`config.mk`:
```
export PLATFORM = sky130hd
export DESIGN_NAME = dual_axis_stepper_pulse_generator_unit
export DESIGN_NICKNAME = d
export VERILOG_FILES = /design/src/design/dasp_pkg.sv /design/src/design/dasp_div.sv /design/src/design/dual_axis_stepper_pulse_generator_unit.sv
export SDC_FILE = /design/constraint.sdc
export NUM_CORES = 1
export LEC_CHECK = 0
export BUFFER_PORTS_ARGS = -buffer_cell sky130_fd_sc_hd__buf_2
export CAP_MARGIN = 40
export CORE_MARGIN = 4
export CORE_UTILIZATION = 40
export CTS_CLUSTER_SIZE = 28
export DETAILED_ROUTE_END_ITERATION = 7
export PLACE_DENSITY = 0.57
export SYNTH_ARGS = -nofsm -noshare
export SYNTH_HDL_FRONTEND = slang
export SYNTH_SLANG_ARGS = --single-unit
```
`constraint.sdc`:
```
create_clock -name clk -period 6.8 [get_ports clk]
set_input_delay 1.36 -clock clk [delete_from_list [all_inputs] [get_ports clk]]
set_output_delay 1.36 -clock clk [all_outputs]
set_load 0.01 [all_outputs]
```
`src/design/dasp_pkg.sv`:
```
package dasp_pkg;

	// Command kinds carried in the low bits of the input tuser
	typedef enum logic [2:0] {
		OP_TICK  = 3'd0,
		OP_DIR   = 3'd1,
		OP_SPEED = 3'd2,
		OP_START = 3'd3,
		OP_STOP  = 3'd4
	} opcode_t;

	typedef enum logic [1:0] {
		DIR_FWD  = 2'd0,
		DIR_BWD  = 2'd1,
		DIR_REV  = 2'd2,
		DIR_KEEP = 2'd3
	} dir_mode_t;

	typedef enum logic [2:0] {
		ST_IDLE,
		ST_PREP,
		ST_LOAD,
		ST_DIV,
		ST_FIN
	} state_t;

	typedef enum logic {
		REG_STEP_ANGLE    = 1'b0,
		REG_DEFAULT_SPEED = 1'b1
	} reg_index_t;

	localparam int unsigned ANGLE_W = 16;
	localparam int unsigned RPM_W   = 16;
	// angle * 10000 needs 30 bits, 6 * rpm needs 19 bits
	localparam int unsigned NUM_W   = 30;
	localparam int unsigned DEN_W   = 19;
	localparam int unsigned SCALE_W = 14;
	localparam logic [SCALE_W-1:0] ANGLE_SCALE = 14'd10000;

	localparam logic [ANGLE_W-1:0] STEP_ANGLE_RST    = 16'd180;
	localparam logic [RPM_W-1:0]   DEFAULT_SPEED_RST = 16'd60;

	typedef struct packed {
		logic             start;
		logic [NUM_W-1:0] num;
		logic [DEN_W-1:0] den;
	} div_req_t;

	typedef struct packed {
		logic             done;
		logic [NUM_W-1:0] quot;
	} div_rsp_t;

endpackage

```
`src/design/dasp_div.sv`:
```
module dasp_div (
	input  logic               clk,
	input  logic               arst_n,
	input  dasp_pkg::div_req_t req,
	output dasp_pkg::div_rsp_t rsp
);

	localparam int unsigned NW  = dasp_pkg::NUM_W;
	localparam int unsigned DW  = dasp_pkg::DEN_W;
	localparam int unsigned CW  = $clog2(NW);
	localparam logic [CW-1:0] LAST = CW'(NW - 1);

	logic          run_q;
	logic          done_q;
	logic [CW-1:0] cnt_q;
	logic [NW-1:0] quot_q;
	logic [DW-1:0] rem_q;
	logic [DW-1:0] den_q;

	logic [DW:0]   shifted;
	logic [DW:0]   trial;
	logic          fits;

	// one restoring step: shift in the next dividend bit, subtract if it fits
	always_comb begin
		shifted = {rem_q, quot_q[NW-1]};
		trial   = shifted - {1'b0, den_q};
		fits    = shifted >= {1'b0, den_q};
	end

	always_ff @(posedge clk or negedge arst_n) begin
		if (!arst_n) begin
			run_q  <= 1'b0;
			done_q <= 1'b0;
			cnt_q  <= '0;
		end else begin
			done_q <= run_q && (cnt_q == LAST);
			if (req.start) begin
				run_q <= 1'b1;
				cnt_q <= '0;
			end else if (run_q) begin
				cnt_q <= cnt_q + 1'b1;
				if (cnt_q == LAST) begin
					run_q <= 1'b0;
				end
			end
		end
	end

	always_ff @(posedge clk) begin
		if (req.start) begin
			quot_q <= req.num;
			rem_q  <= '0;
			den_q  <= req.den;
		end else if (run_q) begin
			quot_q <= {quot_q[NW-2:0], fits};
			rem_q  <= fits ? trial[DW-1:0] : shifted[DW-1:0];
		end
	end

	assign rsp.done = done_q;
	assign rsp.quot = quot_q;

	a_done_after_run: assert property (@(posedge clk) disable iff (!arst_n)
		done_q |-> !run_q && $past(run_q))
		else $error("divider done without a preceding run");

endmodule

```
`src/design/dual_axis_stepper_pulse_generator_unit.sv`:
```
// Two-axis step/direction pulse generator.
// Commands arrive on the s_axis channel: tuser holds the opcode and the axis,
// tdata the direction mode and the requested speed. Every accepted word gives
// exactly one result word on m_axis with all six driver lines after the update.
// A tick word stands for one microsecond of motor time.
// Tick, direction, start and stop words are done in the cycle they are taken;
// the result is valid from the next cycle. A set-speed word is a multiply
// into the dividend, then a shared restoring divider that settles one
// quotient bit per cycle. When the requested period does not fit, the
// divider runs again for the default speed. The block takes no word while
// a set-speed word is in progress.
// The result sits in an output register; a new word is taken while it waits
// only if it is taken in the same cycle, so a stalled receiver holds the
// result and stalls the input.
// cfg writes set the step angle and default speed and are always accepted.
// Reset: step angle 180, default speed 60 rpm, both axes stopped, forward,
// step low, half-periods and countdowns at the maximum, no result pending.
module dual_axis_stepper_pulse_generator_unit #(
	parameter int unsigned PERIOD_BITS = 16
) (
	input  logic        clk,
	input  logic        arst_n,
	input  logic        s_axis_tvalid,
	output logic        s_axis_tready,
	input  logic [23:0] s_axis_tdata,  // dir_mode[1:0], speed_rpm[17:2], zero pad
	input  logic [3:0]  s_axis_tuser,  // opcode[2:0], axis[3]
	output logic        m_axis_tvalid,
	input  logic        m_axis_tready,
	output logic [7:0]  m_axis_tdata,  // x_enable, x_direction, x_step,
	                                   // y_enable, y_direction, y_step, zero pad
	input  logic        cfg_valid,
	output logic        cfg_ready,
	input  logic        cfg_index,
	input  logic [15:0] cfg_data
);

	localparam int unsigned PB = PERIOD_BITS;
	localparam int unsigned QW = dasp_pkg::NUM_W;
	localparam logic [PB-1:0] PERIOD_MAX = {PB{1'b1}};

	dasp_pkg::state_t state_q, state_d;

	logic [dasp_pkg::ANGLE_W-1:0] angle_q;
	logic [dasp_pkg::RPM_W-1:0]   dflt_q;

	logic          x_dir_q, x_run_q, x_lvl_q;
	logic          y_dir_q, y_run_q, y_lvl_q;
	logic [PB-1:0] x_half_q, x_cnt_q, y_half_q, y_cnt_q;

	logic                         m_valid_q;
	logic [5:0]                   m_lines_q;

	logic                         axis_q;
	logic                         use_dflt_q;
	logic [dasp_pkg::RPM_W-1:0]   rpm_q;
	logic [dasp_pkg::NUM_W-1:0]   num_q;
	logic [dasp_pkg::DEN_W-1:0]   den_q;
	logic [PB-1:0]                half_q;

	dasp_pkg::div_req_t div_req;
	dasp_pkg::div_rsp_t div_rsp;

	dasp_pkg::opcode_t            in_op;
	dasp_pkg::dir_mode_t          in_mode;
	logic                         in_axis;
	logic [dasp_pkg::RPM_W-1:0]   in_rpm;

	logic                         accept;
	logic                         slot_free;
	logic                         prep_max;
	logic                         overflow;
	logic [QW+PB-1:0]             quot_ext;
	logic [dasp_pkg::RPM_W-1:0]   rpm_sel;
	logic                         fin_go;

	function automatic logic next_dir(input logic cur, input dasp_pkg::dir_mode_t mode);
		logic res;
		case (mode)
			dasp_pkg::DIR_FWD: res = 1'b0;
			dasp_pkg::DIR_BWD: res = 1'b1;
			dasp_pkg::DIR_REV: res = ~cur;
			default:           res = cur;
		endcase
		return res;
	endfunction

	assign in_op   = dasp_pkg::opcode_t'(s_axis_tuser[2:0]);
	assign in_axis = s_axis_tuser[3];
	assign in_mode = dasp_pkg::dir_mode_t'(s_axis_tdata[1:0]);
	assign in_rpm  = s_axis_tdata[17:2];

	assign slot_free = !m_valid_q || m_axis_tready;
	assign accept    = s_axis_tvalid && s_axis_tready;
	assign cfg_ready = 1'b1;

	assign rpm_sel  = use_dflt_q ? dflt_q : rpm_q;
	assign prep_max = use_dflt_q && (dflt_q == '0);
	assign overflow = |(div_rsp.quot >> PB);
	assign quot_ext = {{PB{1'b0}}, div_rsp.quot};

	// next state
	always_comb begin
		state_d = state_q;
		case (state_q)
			dasp_pkg::ST_IDLE: begin
				if (accept && in_op == dasp_pkg::OP_SPEED) state_d = dasp_pkg::ST_PREP;
			end
			dasp_pkg::ST_PREP: begin
				state_d = prep_max ? dasp_pkg::ST_FIN : dasp_pkg::ST_LOAD;
			end
			dasp_pkg::ST_LOAD: state_d = dasp_pkg::ST_DIV;
			dasp_pkg::ST_DIV: begin
				if (div_rsp.done) begin
					if (overflow && !use_dflt_q) state_d = dasp_pkg::ST_PREP;
					else state_d = dasp_pkg::ST_FIN;
				end
			end
			dasp_pkg::ST_FIN: begin
				if (slot_free) state_d = dasp_pkg::ST_IDLE;
			end
			default: state_d = dasp_pkg::ST_IDLE;
		endcase
	end

	// outputs of the sequencer
	always_comb begin
		s_axis_tready = 1'b0;
		div_req.start = 1'b0;
		div_req.num   = num_q;
		div_req.den   = den_q;
		fin_go        = 1'b0;
		case (state_q)
			dasp_pkg::ST_IDLE: s_axis_tready = slot_free;
			dasp_pkg::ST_LOAD: div_req.start = 1'b1;
			dasp_pkg::ST_FIN:  fin_go = slot_free;
			default: ;
		endcase
	end

	dasp_div u_div (
		.clk    (clk),
		.arst_n (arst_n),
		.req    (div_req),
		.rsp    (div_rsp)
	);

	always_ff @(posedge clk or negedge arst_n) begin
		if (!arst_n) begin
			state_q    <= dasp_pkg::ST_IDLE;
			angle_q    <= dasp_pkg::STEP_ANGLE_RST;
			dflt_q     <= dasp_pkg::DEFAULT_SPEED_RST;
			x_dir_q    <= 1'b0;
			x_run_q    <= 1'b0;
			x_lvl_q    <= 1'b0;
			x_half_q   <= PERIOD_MAX;
			x_cnt_q    <= PERIOD_MAX;
			y_dir_q    <= 1'b0;
			y_run_q    <= 1'b0;
			y_lvl_q    <= 1'b0;
			y_half_q   <= PERIOD_MAX;
			y_cnt_q    <= PERIOD_MAX;
			m_valid_q  <= 1'b0;
			use_dflt_q <= 1'b0;
		end else begin
			state_q <= state_d;
			if (cfg_valid && cfg_ready) begin
				case (dasp_pkg::reg_index_t'(cfg_index))
					dasp_pkg::REG_STEP_ANGLE:    angle_q <= cfg_data;
					dasp_pkg::REG_DEFAULT_SPEED: dflt_q  <= cfg_data;
					default: ;
				endcase
			end
			// every word but set-speed answers at once
			if ((accept && in_op != dasp_pkg::OP_SPEED) || fin_go) begin
				m_valid_q <= 1'b1;
			end else if (m_valid_q && m_axis_tready) begin
				m_valid_q <= 1'b0;
			end
			if (accept) begin
				case (in_op)
					dasp_pkg::OP_TICK: begin
						if (x_run_q) begin
							if (x_cnt_q[PB-1:1] == '0) begin
								x_lvl_q <= ~x_lvl_q;
								x_cnt_q <= x_half_q;
							end else begin
								x_cnt_q <= x_cnt_q - 1'b1;
							end
						end
						if (y_run_q) begin
							if (y_cnt_q[PB-1:1] == '0) begin
								y_lvl_q <= ~y_lvl_q;
								y_cnt_q <= y_half_q;
							end else begin
								y_cnt_q <= y_cnt_q - 1'b1;
							end
						end
					end
					dasp_pkg::OP_DIR: begin
						case (in_mode)
							dasp_pkg::DIR_FWD: begin
								if (in_axis) y_dir_q <= 1'b0; else x_dir_q <= 1'b0;
							end
							dasp_pkg::DIR_BWD: begin
								if (in_axis) y_dir_q <= 1'b1; else x_dir_q <= 1'b1;
							end
							dasp_pkg::DIR_REV: begin
								if (in_axis) y_dir_q <= ~y_dir_q; else x_dir_q <= ~x_dir_q;
							end
							default: ;
						endcase
					end
					dasp_pkg::OP_SPEED: use_dflt_q <= (in_rpm == '0);
					dasp_pkg::OP_START: begin
						if (in_axis) y_run_q <= 1'b1; else x_run_q <= 1'b1;
					end
					dasp_pkg::OP_STOP: begin
						if (in_axis) y_run_q <= 1'b0; else x_run_q <= 1'b0;
					end
					default: ;
				endcase
			end
			if (state_q == dasp_pkg::ST_DIV && div_rsp.done && overflow) use_dflt_q <= 1'b1;
			if (fin_go) begin
				if (axis_q) begin
					y_half_q <= half_q;
					y_cnt_q  <= half_q;
				end else begin
					x_half_q <= half_q;
					x_cnt_q  <= half_q;
				end
			end
		end
	end

	// payload registers
	always_ff @(posedge clk) begin
		if (accept) begin
			axis_q <= in_axis;
			rpm_q  <= in_rpm;
		end
		if (state_q == dasp_pkg::ST_PREP) begin
			num_q  <= QW'(angle_q) * QW'(dasp_pkg::ANGLE_SCALE);
			den_q  <= ({3'b000, rpm_sel} << 2) + ({3'b000, rpm_sel} << 1);
			if (prep_max) half_q <= PERIOD_MAX;
		end
		if (state_q == dasp_pkg::ST_DIV && div_rsp.done) begin
			half_q <= (overflow && use_dflt_q) ? PERIOD_MAX : quot_ext[PB-1:0];
		end
	end

	// snapshot the lines after the update into the output register
	always_ff @(posedge clk) begin
		if (accept && in_op != dasp_pkg::OP_SPEED) begin
			m_lines_q[0] <= (in_op == dasp_pkg::OP_START && !in_axis) ? 1'b1 :
			                (in_op == dasp_pkg::OP_STOP && !in_axis) ? 1'b0 : x_run_q;
			m_lines_q[1] <= (in_op == dasp_pkg::OP_DIR && !in_axis) ?
			                next_dir(x_dir_q, in_mode) : x_dir_q;
			m_lines_q[2] <= (in_op == dasp_pkg::OP_TICK && x_run_q &&
			                 x_cnt_q[PB-1:1] == '0) ? ~x_lvl_q : x_lvl_q;
			m_lines_q[3] <= (in_op == dasp_pkg::OP_START && in_axis) ? 1'b1 :
			                (in_op == dasp_pkg::OP_STOP && in_axis) ? 1'b0 : y_run_q;
			m_lines_q[4] <= (in_op == dasp_pkg::OP_DIR && in_axis) ?
			                next_dir(y_dir_q, in_mode) : y_dir_q;
			m_lines_q[5] <= (in_op == dasp_pkg::OP_TICK && y_run_q &&
			                 y_cnt_q[PB-1:1] == '0) ? ~y_lvl_q : y_lvl_q;
		end else if (fin_go) begin
			m_lines_q <= {y_lvl_q, y_dir_q, y_run_q, x_lvl_q, x_dir_q, x_run_q};
		end
	end

	assign m_axis_tvalid = m_valid_q;
	assign m_axis_tdata  = {2'b00, m_lines_q};

	a_done_in_div: assert property (@(posedge clk) disable iff (!arst_n)
		div_rsp.done |-> state_q == dasp_pkg::ST_DIV)
		else $error("divider result outside the divide state");

	a_load_to_div: assert property (@(posedge clk) disable iff (!arst_n)
		state_q == dasp_pkg::ST_LOAD |=> state_q == dasp_pkg::ST_DIV)
		else $error("divider start not followed by wait");

	a_fin_result: assert property (@(posedge clk) disable iff (!arst_n)
		fin_go |=> m_valid_q && state_q == dasp_pkg::ST_IDLE)
		else $error("set-speed result not posted");

endmodule
```
Word-level counts from Yosys, hierarchy flattened
Cells that the tools add are included.
W data, S select, Z words.
{"block": "op_classes", "muxes": 61, "n_reduce_logical": 55, "eq_ne": 25, "addsub": 5, "bitwise_logic": 6, "magnitude_cmp": 1, "multipliers": 1}
{"operator": "$mux W16", "n": 17}
{"operator": "$mux W30", "n": 2}
{"operator": "$logic_not A16 Y1", "n": 2}
{"operator": "$sub A16 B1 Y16 const B", "n": 2}
{"operator": "$logic_not A15 Y1", "n": 2}
{"operator": "$mul A16 B10 Y26 const B", "n": 1}
{"operator": "$mux W1", "n": 25}
{"operator": "$ne A2 B2 Y1 const B", "n": 12}
{"operator": "$ge A20 B19 Y1", "n": 1}
{"operator": "$logic_and A1 B1 Y1", "n": 20}
{"operator": "$add A18 B17 Y19", "n": 1}
{"operator": "$mux W19", "n": 1}
{"operator": "$sub A19 B19 Y19", "n": 1}
{"operator": "$reduce_and A4 Y1", "n": 4}
{"operator": "$reduce_bool A2 Y1", "n": 8}
{"operator": "$mux W3", "n": 5}
{"operator": "$pmux W3 S5", "n": 1}
{"operator": "$reduce_or A14 Y1", "n": 1}
{"operator": "$eq A3 B2 Y1 const B", "n": 4}
{"operator": "$mux W6", "n": 2}
{"operator": "$pmux W1 S3", "n": 4}
{"operator": "$reduce_and A2 Y1", "n": 6}
{"operator": "$reduce_and A6 Y1", "n": 2}
{"operator": "$mux W5", "n": 2}
{"operator": "other kinds (16)", "n": 28}
{"block": "word_totals", "wordCells": 182, "ff_bits": 266, "in_bits": 50, "output_inout_bits": 11}

Logic depth before layout (Yosys ltp)
Gate-level depths: netlist of the first run.
{"block": "logic_depth", "ltp_word": 7, "ltp_mapped": 20, "ltp_nobuf": 20}

Hierarchy
A second synthesis of the first run with hierarchy kept.
{"block": "unflattened", "cells_unflattened": 1487, "area_unflattened_um2": 15827.7}
{"module": "dual_axis_stepper_pulse_generator_unit", "seq_area_each_um2": 5260.0, "area_each_um2": 11695.0, "cells_per_inst": 1121, "n_inst": 1}
{"module": "dasp_div", "seq_area_each_um2": 2026.9, "area_each_um2": 4132.7, "cells_per_inst": 366, "n_inst": 1}

Worst setup path before layout of the first run
Ideal clock, no wire load.
{"block": "synth_path", "path_kind": "flip-flop to flip-flop", "from": "register angle_q[5] (netlist name)", "to": "register num_q[28] (netlist name), data pin", "t_arrival_ps": 4586, "path_buffers": 0, "stages_incl_launch_ff": 19, "setup_ps": 258, "t_required_ps": 6542, "path_slack_ps": 1956, "period_less_slack_ps": 4844, "cell_sequence": "dfstp_2 > fa_1 > ha_1 > inv_1 > fa_1 > inv_1 > ha_1 > inv_1 > fa_1 > inv_1 > ha_1 > o21ai_0 > nand2_1 > a22o_1 > o311ai_0 > o21ai_0 > a31o_2 > a21oi_1 > xnor2_1"}
{"block": "synth_via", "elab_chain_len": 1}
{"element": "from (decl)", "line": "dual_axis_stepper_pulse_generator_unit.sv:43", "rtl": "logic [dasp_pkg::ANGLE_W-1:0] angle_q;"}
{"element": "from (signal assigned)", "line": "dual_axis_stepper_pulse_generator_unit.sv:150", "rtl": "angle_q <= dasp_pkg::STEP_ANGLE_RST;"}
{"element": "from (signal assigned)", "line": "dual_axis_stepper_pulse_generator_unit.sv:168", "rtl": "dasp_pkg::REG_STEP_ANGLE: angle_q <= cfg_data;"}
{"element": "$mul A16 B10 Y26", "line": "dual_axis_stepper_pulse_generator_unit.sv:243", "rtl": "num_q <= QW'(angle_q) * QW'(dasp_pkg::ANGLE_SCALE);"}
{"element": "to (signal assigned)", "line": "dual_axis_stepper_pulse_generator_unit.sv:243"}
{"element": "to (decl)", "line": "dual_axis_stepper_pulse_generator_unit.sv:56", "rtl": "logic [dasp_pkg::NUM_W-1:0] num_q;"}
No other way between the ends.
A chain may end at the register's enable or synchronous reset.

Worst setup path after layout of the first run
{"block": "layout_path", "from": "register angle_q[4] (netlist name)", "to": "register num_q[28] (netlist name), data pin"}
The elaborated chain is that of the path after synthesis.

==> out/qor.txt, run 1 <==
=========================================================================================
Biggest area contributors in the synthesized netlist ....................... sky130_fd_sc_hd__edfxtp_1 (26%), sky130_fd_sc_hd__dfstp_2 (12%), sky130_fd_sc_hd__ha_1 (9.3%), sky130_fd_sc_hd__dfrtp_1 (6.9%), sky130_fd_sc_hd__nand2_1 (6.4%)
Power density of the placed cells ..........................................  473 nW/um^2
HPWL after detailed placement ..............................................      23.3 mm
Fraction of layout cells with a size suffix above 1 ........................        0.150
Effective utilization at floorplan .........................................        0.404
Sum of overflow across all layers after global routing .....................            0
Leakage power ..............................................................   0.00747 uW
Antenna diode instance count ...............................................            0
Setup violators final ......................................................            0
Slew margin rel. ...........................................................        0.410
Skew-Pair Late Insertion Delay .............................................       570 ps
Hold violation total from the final report .................................            0
I/O Pins ...................................................................           61
Full die area .............................................................. 41,100 sq um
Tot GR Track Use ...........................................................        0.152
Most frequently used cell type in the post-synthesis netlist ............... sky130_fd_sc_hd__nand2_1
Final layout net count .....................................................        1,748
Storage element area .......................................................   7260 sq um
Number of fill cells .......................................................        3,586
Antenna viol nets, final ...................................................            0
Setup Skew .................................................................      23.5 ps
Growth of design area from synthesis to finish .............................        12.3%
Multi-input gate area ......................................................   7250 sq um
Mean instance size in the synthesized netlist ..............................   10.2 sq um
Horizontal die dimension ...................................................  203 microns
Total number of H-tree levels ..............................................            1
Gate Count Post-Synth ......................................................        1,493
# rows .....................................................................           71
Post-synthesis instance area ............................................... 15,200 sq um
Largest net degree at the start of global routing ..........................           53
Startpoint class of the critical path ......................................     register
Result of the run .......................................................... finished, final reports clean
Highest ir drop seen on vdd ................................................       251 uV
Category of the critical setup timing path .................................      reg2reg
Vias/cell ..................................................................         5.10
Total DRC errors in the routed layout ......................................            0
Final setup TNS ............................................................         0 ps
Global-route wire length before repair .....................................      52.2 mm
Setup bufs post-CTS ........................................................            0
Util after Layout ..........................................................        0.454
Number of cells upsized or downsized after cts .............................            0
Core region area ........................................................... 37,600 sq um
Overall power consumption ..................................................      8070 uW
Synth unique cells .........................................................           70
Post-route minimum period ..................................................      5440 ps
Max-cap violation count ....................................................            0
Detailed-route wire length .................................................      31.3 mm
Setup repair after global routing missed its margin ........................           no
Die extent in y ............................................................  203 microns
Routability Congestion .....................................................        0.814
Drt first-iter violations ..................................................          586
Clock sinks ................................................................          264
Required time worst endpoint ...............................................      7100 ps
Worst Max-Slew Pin Slew ....................................................       878 ps
Clock buffers created by TritonCTS .........................................           30
Most instantiated flip-flop cell in the synthesis netlist .................. sky130_fd_sc_hd__edfxtp_1
Proportion of register bits with asynchronous set or reset after synthesis .        0.432
Count of flip-flops with a built-in enable after synthesis .................          131
Leading cell types by count after synthesis ................................ sky130_fd_sc_hd__nand2_1 (257), sky130_fd_sc_hd__edfxtp_1 (131), sky130_fd_sc_hd__inv_1 (128), sky130_fd_sc_hd__ha_1 (113), sky130_fd_sc_hd__o21ai_0 (95)
M3 GR Usage ................................................................       0.0214
Path class of the lowest-slack min-delay path ..............................      reg2reg
GRT met1 Usage .............................................................        0.209
Most congested layer reported by global routing ............................         met2
Clock Pin Slew Worst Setup and Hold Paths ..................................        60 ps
Via total after detailed routing ...........................................        10.6k
Final worst path period share ..............................................        0.800
Maximum achievable frequency ...............................................      184 MHz
Number of global-route vias before repair ..................................        10.4k
Library cell occupying the most area in the post-synthesis netlist ......... sky130_fd_sc_hd__edfxtp_1
Critical path data arrival time ............................................      5750 ps
Worst setup EP type ........................................................     register
Number of buffers added to fix hold violations after cts ...................            0
First-pass DRT Iterations ..................................................            5
Critical path fanouts, max .................................................            5
Met2 Track Usage GR ........................................................        0.252
Port bufs ..................................................................           51
Drt wl/cell ................................................................ 15.0 microns
Number of warning messages in the yosys log ................................            0
Antenna violations before repair ...........................................            0
Share of the synthesized area in the top cell type .........................        0.259
Synth Register Bits ........................................................          264
TritonCTS clock tree .......................................................          yes
Sequential fraction of the synthesis area ..................................        0.478
Fin. max-slew vios .........................................................            0
Root Driver ................................................................ sky130_fd_sc_hd__clkbuf_16
Clock buffer depth .........................................................            3
=========================================================================================
-- final timing paths --
check / from / cells after the start / end / slack [ps]
setup / recovery: angle_q[4]$_DFFE_PN1P_ / 20 / num_q[28]$_DFFE_PP_ / 1360
hold / removal: den_q[14]$_DFFE_PP_ / 0 / u_div.den_q[14]$_DFFE_PP_ / 420
setup reg to reg: angle_q[4]$_DFFE_PN1P_ / 20 / num_q[28]$_DFFE_PP_ / 1360
hold reg to reg: den_q[14]$_DFFE_PP_ / 0 / u_div.den_q[14]$_DFFE_PP_ / 420
max in group asynchronous: arst_n / 2 / angle_q[8]$_DFFE_PN0P_ / 5080
min in group asynchronous: arst_n / 1 / x_lvl_q$_DFFE_PN0P_ / 750
-- placed cells by master, fill, tap and decap left out, types with 12 or more instances in the layout --
cell                          n
sky130_fd_sc_hd__a21o_1      16
sky130_fd_sc_hd__clkbuf_16   33
sky130_fd_sc_hd__dfrtp_1     42
sky130_fd_sc_hd__a21oi_1     88
sky130_fd_sc_hd__nand3_1     18
sky130_fd_sc_hd__o31ai_1     12
sky130_fd_sc_hd__nand2b_1    20
sky130_fd_sc_hd__nor4_1      13
sky130_fd_sc_hd__mux2i_1     18
sky130_fd_sc_hd__buf_4       13
sky130_fd_sc_hd__nand2_1    257
sky130_fd_sc_hd__mux2_2      30
sky130_fd_sc_hd__ha_1       113
sky130_fd_sc_hd__fa_1        37
sky130_fd_sc_hd__buf_2       50
sky130_fd_sc_hd__xor2_1      14
sky130_fd_sc_hd__o21ai_0     95
sky130_fd_sc_hd__dfxtp_1     19
sky130_fd_sc_hd__inv_1      127
sky130_fd_sc_hd__nor2_1      93
sky130_fd_sc_hd__edfxtp_1   131
sky130_fd_sc_hd__xnor2_1     37
sky130_fd_sc_hd__nor3_1      30
sky130_fd_sc_hd__dfstp_2     72
sky130_fd_sc_hd__o21a_1      15
sky130_fd_sc_hd__a211oi_1    12
-- per-layer routing --
layer | vias to the layer above | routed length, microns
met3 | 46 | 1250
met1 | 5062 | 14500
met2 | 201 | 14700
met4 | 0 | 824
met5 | - | 0
li1 | 5310 | -
-- critical path, stage by stage (launching register included) --
cell and delay (ps):
sky130_fd_sc_hd__dfstp_2 610, sky130_fd_sc_hd__inv_1 100, sky130_fd_sc_hd__fa_1 450, sky130_fd_sc_hd__inv_1 70, sky130_fd_sc_hd__ha_1 130, sky130_fd_sc_hd__inv_1 50
sky130_fd_sc_hd__fa_1 490, sky130_fd_sc_hd__inv_1 40, sky130_fd_sc_hd__ha_1 260, sky130_fd_sc_hd__inv_1 50, sky130_fd_sc_hd__fa_1 490, sky130_fd_sc_hd__inv_1 40
sky130_fd_sc_hd__ha_1 350, sky130_fd_sc_hd__o21ai_0 260, sky130_fd_sc_hd__nand2_1 120, sky130_fd_sc_hd__a22o_1 230, sky130_fd_sc_hd__o311ai_0 660, sky130_fd_sc_hd__o21ai_0 240
sky130_fd_sc_hd__a31o_2 280, sky130_fd_sc_hd__a21oi_1 180, sky130_fd_sc_hd__xnor2_1 80
-- flip-flops by register name, summed over array words and instances, names as in the netlist, 3 cells and up --
signal / cells
rpm_q: 16
u_div.cnt_q: 5
m_lines_q: 6
half_q: 16
angle_q: 16
y_half_q: 16
num_q: 26
u_div.quot_q: 30
den_q: 18
y_cnt_q: 16
u_div.rem_q: 19
u_div.den_q: 18
dflt_q: 16
x_half_q: 16
x_cnt_q: 16
state_q: 3
-- per-stage QoR --
step	setup slack (ps)	hold WS [ps]	cell area (sq um)	std cells
6_report	1360	420	17100	2083
4_1_cts	1440	419	17100	2083
3_3_place_gp	1470	404	16000	2020
5_1_grt	1180	424	17100	2083
2_1_floorplan	1960	400	15200	1494
3_5_place_dp	1450	405	16100	2027
-- power by group --
group | switching (uW) | internal (uW) | leakage (uW)
Clock | 656 | 929 | 0.000477
Sequential | 229 | 2290 | 0.00268
Combinational | 2240 | 1720 | 0.00431
Total | 3130 | 4940 | 0.00747
-- area by class of cell --
cell class,instances,share of cell area
Clock buffer,40,0.0506
Clock inverter,16,0.00682
Inverter,128,0.0282
Multi-Input combinational cell,1055,0.425
Sequential cell,264,0.426
Tap cell,511,0.0375
Timing Repair Buffer,69,0.0260
-- cells by family (layout without fill, tap and decap cells) --
family          count (synthesis)  in the layout  share of synthesized area
buf+inv                       175            253                     0.0450
xor+xnor                       51             51                     0.0294
fa+ha+maj                     150            150                      0.142
flops                         264            264                      0.478
mux                            49             49                     0.0349
simple gates                  500            500                      0.149
other cells                     2              3                   0.000495
compound gates                302            302                      0.121
Power figures use the tool's default switching activity.
==> run 2: changes to the inputs <==
--- a/config.mk
+++ b/config.mk
@@ -11,7 +11,7 @@
 export CORE_UTILIZATION = 40
 export CTS_CLUSTER_SIZE = 28
 export DETAILED_ROUTE_END_ITERATION = 7
-export PLACE_DENSITY = 0.57
+export PLACE_DENSITY = 0.59
 export SYNTH_ARGS = -nofsm -noshare
 export SYNTH_HDL_FRONTEND = slang
 export SYNTH_SLANG_ARGS = --single-unit
==> constraint.sdc (replaced) <==
create_clock -name clk -period 4.53 [get_ports clk]
set_input_delay 0.906 -clock clk [delete_from_list [all_inputs] [get_ports clk]]
set_output_delay 0.906 -clock clk [all_outputs]
set_load 0.01 [all_outputs]
==> out/qor.txt, run 2 (synthesis gave the netlist of run 1 again) <==
========================================================================================
Leading cell type in the layout, fill and taps excluded ................... sky130_fd_sc_hd__nand2_1
TritonCTS clock tree ......................................................          yes
Setup repair after global routing missed its margin .......................          yes
Slew margin rel. ..........................................................        0.423   +0.0126
Slowest stage cell, crit path ............................................. sky130_fd_sc_hd__dfstp_2
Path class of the lowest-slack min-delay path .............................     in2async
Drt first-iter violations .................................................          493   -16%
Horizontal die dimension ..................................................  203 microns   unchanged
Largest reg by FF count ................................................... u_div.quot_q
Port bufs .................................................................           51   unchanged
Setup Skew ................................................................      15.9 ps   -7.65 ps
Number of global-route vias before repair .................................        10.8k   +4.0%
Hold violation total from the final report ................................            0   unchanged
Met2 Track Usage GR .......................................................        0.259   +0.00779
Routability Congestion ....................................................        0.781   -4.0%
Die extent in y ...........................................................  203 microns   unchanged
Antenna violations before repair ..........................................            0   unchanged
Gate power share ..........................................................        0.540   +0.049
Clock buffers created by TritonCTS ........................................           30   unchanged
I/O Pins ..................................................................           61   unchanged
Vias/cell .................................................................         5.01   -1.8%
Violations in the final reports ........................................... setup timing
Root Driver ............................................................... sky130_fd_sc_hd__clkbuf_16
Cell Chain, Critical Path ................................................. fa_1 > ha_1 > inv_2 > fa_1 > inv_1 > ha_1 > inv_1 > fa_1 > inv_2 > ha_4 > a21oi_2 > nor3_2 > a2111oi_2 > buf_4 > nor2_2 > a2111o_1 > a21o_1 > a21oi_2 > xnor2_1
GRT met1 Usage ............................................................        0.219   +0.00981
M3 GR Usage ...............................................................       0.0217   +0.000319
Number of fill cells ......................................................        3,578   -0.22%
# rows ....................................................................           71   unchanged
Post-route minimum period .................................................      4700 ps   -742 ps
Commonest non-fill, non-tap cells in the layout ........................... sky130_fd_sc_hd__nand2_1 (256), sky130_fd_sc_hd__edfxtp_1 (131), sky130_fd_sc_hd__inv_1 (120), sky130_fd_sc_hd__ha_1 (105)
Max-cap violation count ...................................................            0   unchanged
Final worst path period share .............................................         1.04   +0.237
Standard cell area after detailed placement ............................... 16,600 sq um   +3.4%
Design Area, Final ........................................................ 17,600 sq um   +3.3%
HPWL after detailed placement .............................................      23.2 mm   -0.62%
Most congested layer reported by global routing ...........................         met2
Detailed-route wire length ................................................      31.3 mm   -0.13%
Clock Pin Slew Worst Setup and Hold Paths .................................        60 ps   about the same
Pint ......................................................................      8110 uW   +64%
First-pass DRT Iterations .................................................            5   unchanged
Leakage power .............................................................   0.00774 uW   +3.7%
Top flop regs ............................................................. u_div.quot_q: 30 flops, num_q: 26 flops, u_div.rem_q: 19 flops
Post-Place Worst Slack ....................................................      -344 ps   -1790 ps
Total DRC errors in the routed layout .....................................            0   unchanged
Largest net degree at the start of global routing .........................           62   +17%
Total net switching power .................................................      4990 uW   +60%
Core region area .......................................................... 37,600 sq um   unchanged
Storage element area ......................................................   7260 sq um   unchanged
Critical path fanouts, max ................................................            4   -1
Tot GR Track Use ..........................................................        0.155   +0.00363
Final layout net count ....................................................        1,810   +3.5%
Global-route wire length before repair ....................................      53.9 mm   +3.3%
Worst path most repeated cell ............................................. sky130_fd_sc_hd__fa_1
Skew-Pair Late Insertion Delay ............................................       560 ps   about the same
Drt wl/cell ............................................................... 14.6 microns   -3.0%
Slack of the critical path ................................................      -170 ps   -1530 ps
Portion of total power attributed to the clock network ....................        0.174   -0.022
Critical path data arrival time ...........................................      5020 ps   -730 ps
Highest ir drop seen on vdd ...............................................       472 uV   +88%
Antenna diode instance count ..............................................            0   unchanged
Part of the power in registers ............................................        0.286   -0.026
Required time worst endpoint ..............................................      4850 ps   -2250 ps
Number of buffers added to fix hold violations after cts ..................            0   unchanged
Via total after detailed routing ..........................................        10.7k   +1.1%
Full die area ............................................................. 41,100 sq um   unchanged
Total number of H-tree levels .............................................            1   unchanged
Clock buffer depth ........................................................            3   unchanged
Flip-flop count of the largest register, all copies and words added .......           30   unchanged
Final setup TNS ...........................................................      -330 ps   -330 ps
Antenna viol nets, final ..................................................            0   unchanged
Worst Max-Slew Pin Slew ...................................................       859 ps   -18.8 ps
Startpoint class of the critical path .....................................     register
Sum of overflow across all layers after global routing ....................            0   unchanged
Setup violators final .....................................................            2   +2
Fin. max-slew vios ........................................................            0   unchanged
Sw Ratio ..................................................................        0.381   -0.00630
Power density of the placed cells .........................................  744 nW/um^2   +57%
Fraction of layout cells with a size suffix above 1 .......................        0.196   +0.0458
Result of the run ......................................................... finished with violations
Growth of design area from synthesis to finish ............................        16.0%
Worst setup EP type .......................................................     register
Effective utilization at floorplan ........................................        0.404   unchanged
Category of cells accounting for the largest share of critical-path delay .  adder cells
Maximum achievable frequency ..............................................      213 MHz   +16%
Multi-input gate area .....................................................   7420 sq um   +2.3%
Category of the critical setup timing path ................................      reg2reg
Worst path max stage delay ................................................       560 ps   -100 ps
Clock sinks ...............................................................          264   unchanged
Crit path buf inv count ...................................................            5   -1
========================================================================================
[run 2: cell types whose count changed in the layout (fill, tap and decap cells not counted), sizes merged]
cell,previous run,this run
clkdlybuf4s15,1,0
clkinv,11,15
buf,68,131
inv,129,127
clkinvlp,3,2
clkbuf,40,38
[run 2: worst paths after layout]
check | from | end | slack [ps] | cells past startpoint
max in group asynchronous | arst_n | y_half_q[7]$_DFFE_PN1P_ | 3340 | 3
setup / recovery | angle_q[5]$_DFFE_PN1P_ | num_q[29]$_DFFE_PP_ | -170 | 19
hold reg to reg | den_q[3]$_DFFE_PP_ | u_div.den_q[3]$_DFFE_PP_ | 420 | 0
hold / removal | arst_n | m_axis_tvalid$_DFFE_PN0P_ | 200 | 1
setup reg to reg | angle_q[5]$_DFFE_PN1P_ | num_q[29]$_DFFE_PP_ | -170 | 19
min in group clk | den_q[3]$_DFFE_PP_ | u_div.den_q[3]$_DFFE_PP_ | 420 | 0
[run 2: routing by layer]
metal,vias to the layer above,part of all wire
met5,-,0
met4,0,0.017
met3,33,0.034
met2,139,0.47
met1,5118,0.48
li1,5441,-
[run 2: worst reg2reg max path: stages, from the launching register on]
cell and delay [ps]:
sky130_fd_sc_hd__dfstp_2 560, sky130_fd_sc_hd__fa_1 430, sky130_fd_sc_hd__ha_1 300, sky130_fd_sc_hd__inv_2 40, sky130_fd_sc_hd__fa_1 490, sky130_fd_sc_hd__inv_1 40, sky130_fd_sc_hd__ha_1 260, sky130_fd_sc_hd__inv_1 40
sky130_fd_sc_hd__fa_1 490, sky130_fd_sc_hd__inv_2 50, sky130_fd_sc_hd__ha_4 220, sky130_fd_sc_hd__a21oi_2 130, sky130_fd_sc_hd__nor3_2 60, sky130_fd_sc_hd__a2111oi_2 340, sky130_fd_sc_hd__buf_4 180, sky130_fd_sc_hd__nor2_2 40
sky130_fd_sc_hd__a2111o_1 390, sky130_fd_sc_hd__a21o_1 170, sky130_fd_sc_hd__a21oi_2 140, sky130_fd_sc_hd__xnor2_1 80
[run 2: layout make-up]
| cell class | instances | share of cell area |
|---|---|---|
| inverter | 128 | 0.0273 |
| clock buffer | 38 | 0.0461 |
| clock inverter | 17 | 0.00625 |
| timing repair buffer | 131 | 0.0505 |
| tap | 511 | 0.0363 |
| sequential | 264 | 0.412 |
| multi-input combinational | 1055 | 0.421 |
[run 2: metrics by stage]
step	total power (uW)	util	cells	hold slack, ps
after floorplan	8860	-	1494	400
after global placement	10600	0.441	2084	400
after detailed placement	10700	0.442	2087	405
after CTS	13200	0.468	2144	177
after global routing	14400	0.469	2144	186
final	13100	0.469	2144	201
[run 2: power by group through the flow]
stage / combinational (uW) / clock, uW / sequential, uW
after floorplan: 5180 / 0 / 3680
after global placement: 6810 / 0 / 3770
after detailed placement: 6900 / 0 / 3790
after CTS: 7070 / 2340 / 3750
after global routing: 8120 / 2450 / 3810
final: 7080 / 2280 / 3740
[run 2: timing repair]
action,CTS,global route
resized for setup,6,9
pin swaps,14,2
endpoints found under the setup margin,6,8
endpoints found under the hold margin,0,0
setup buffers,2,0
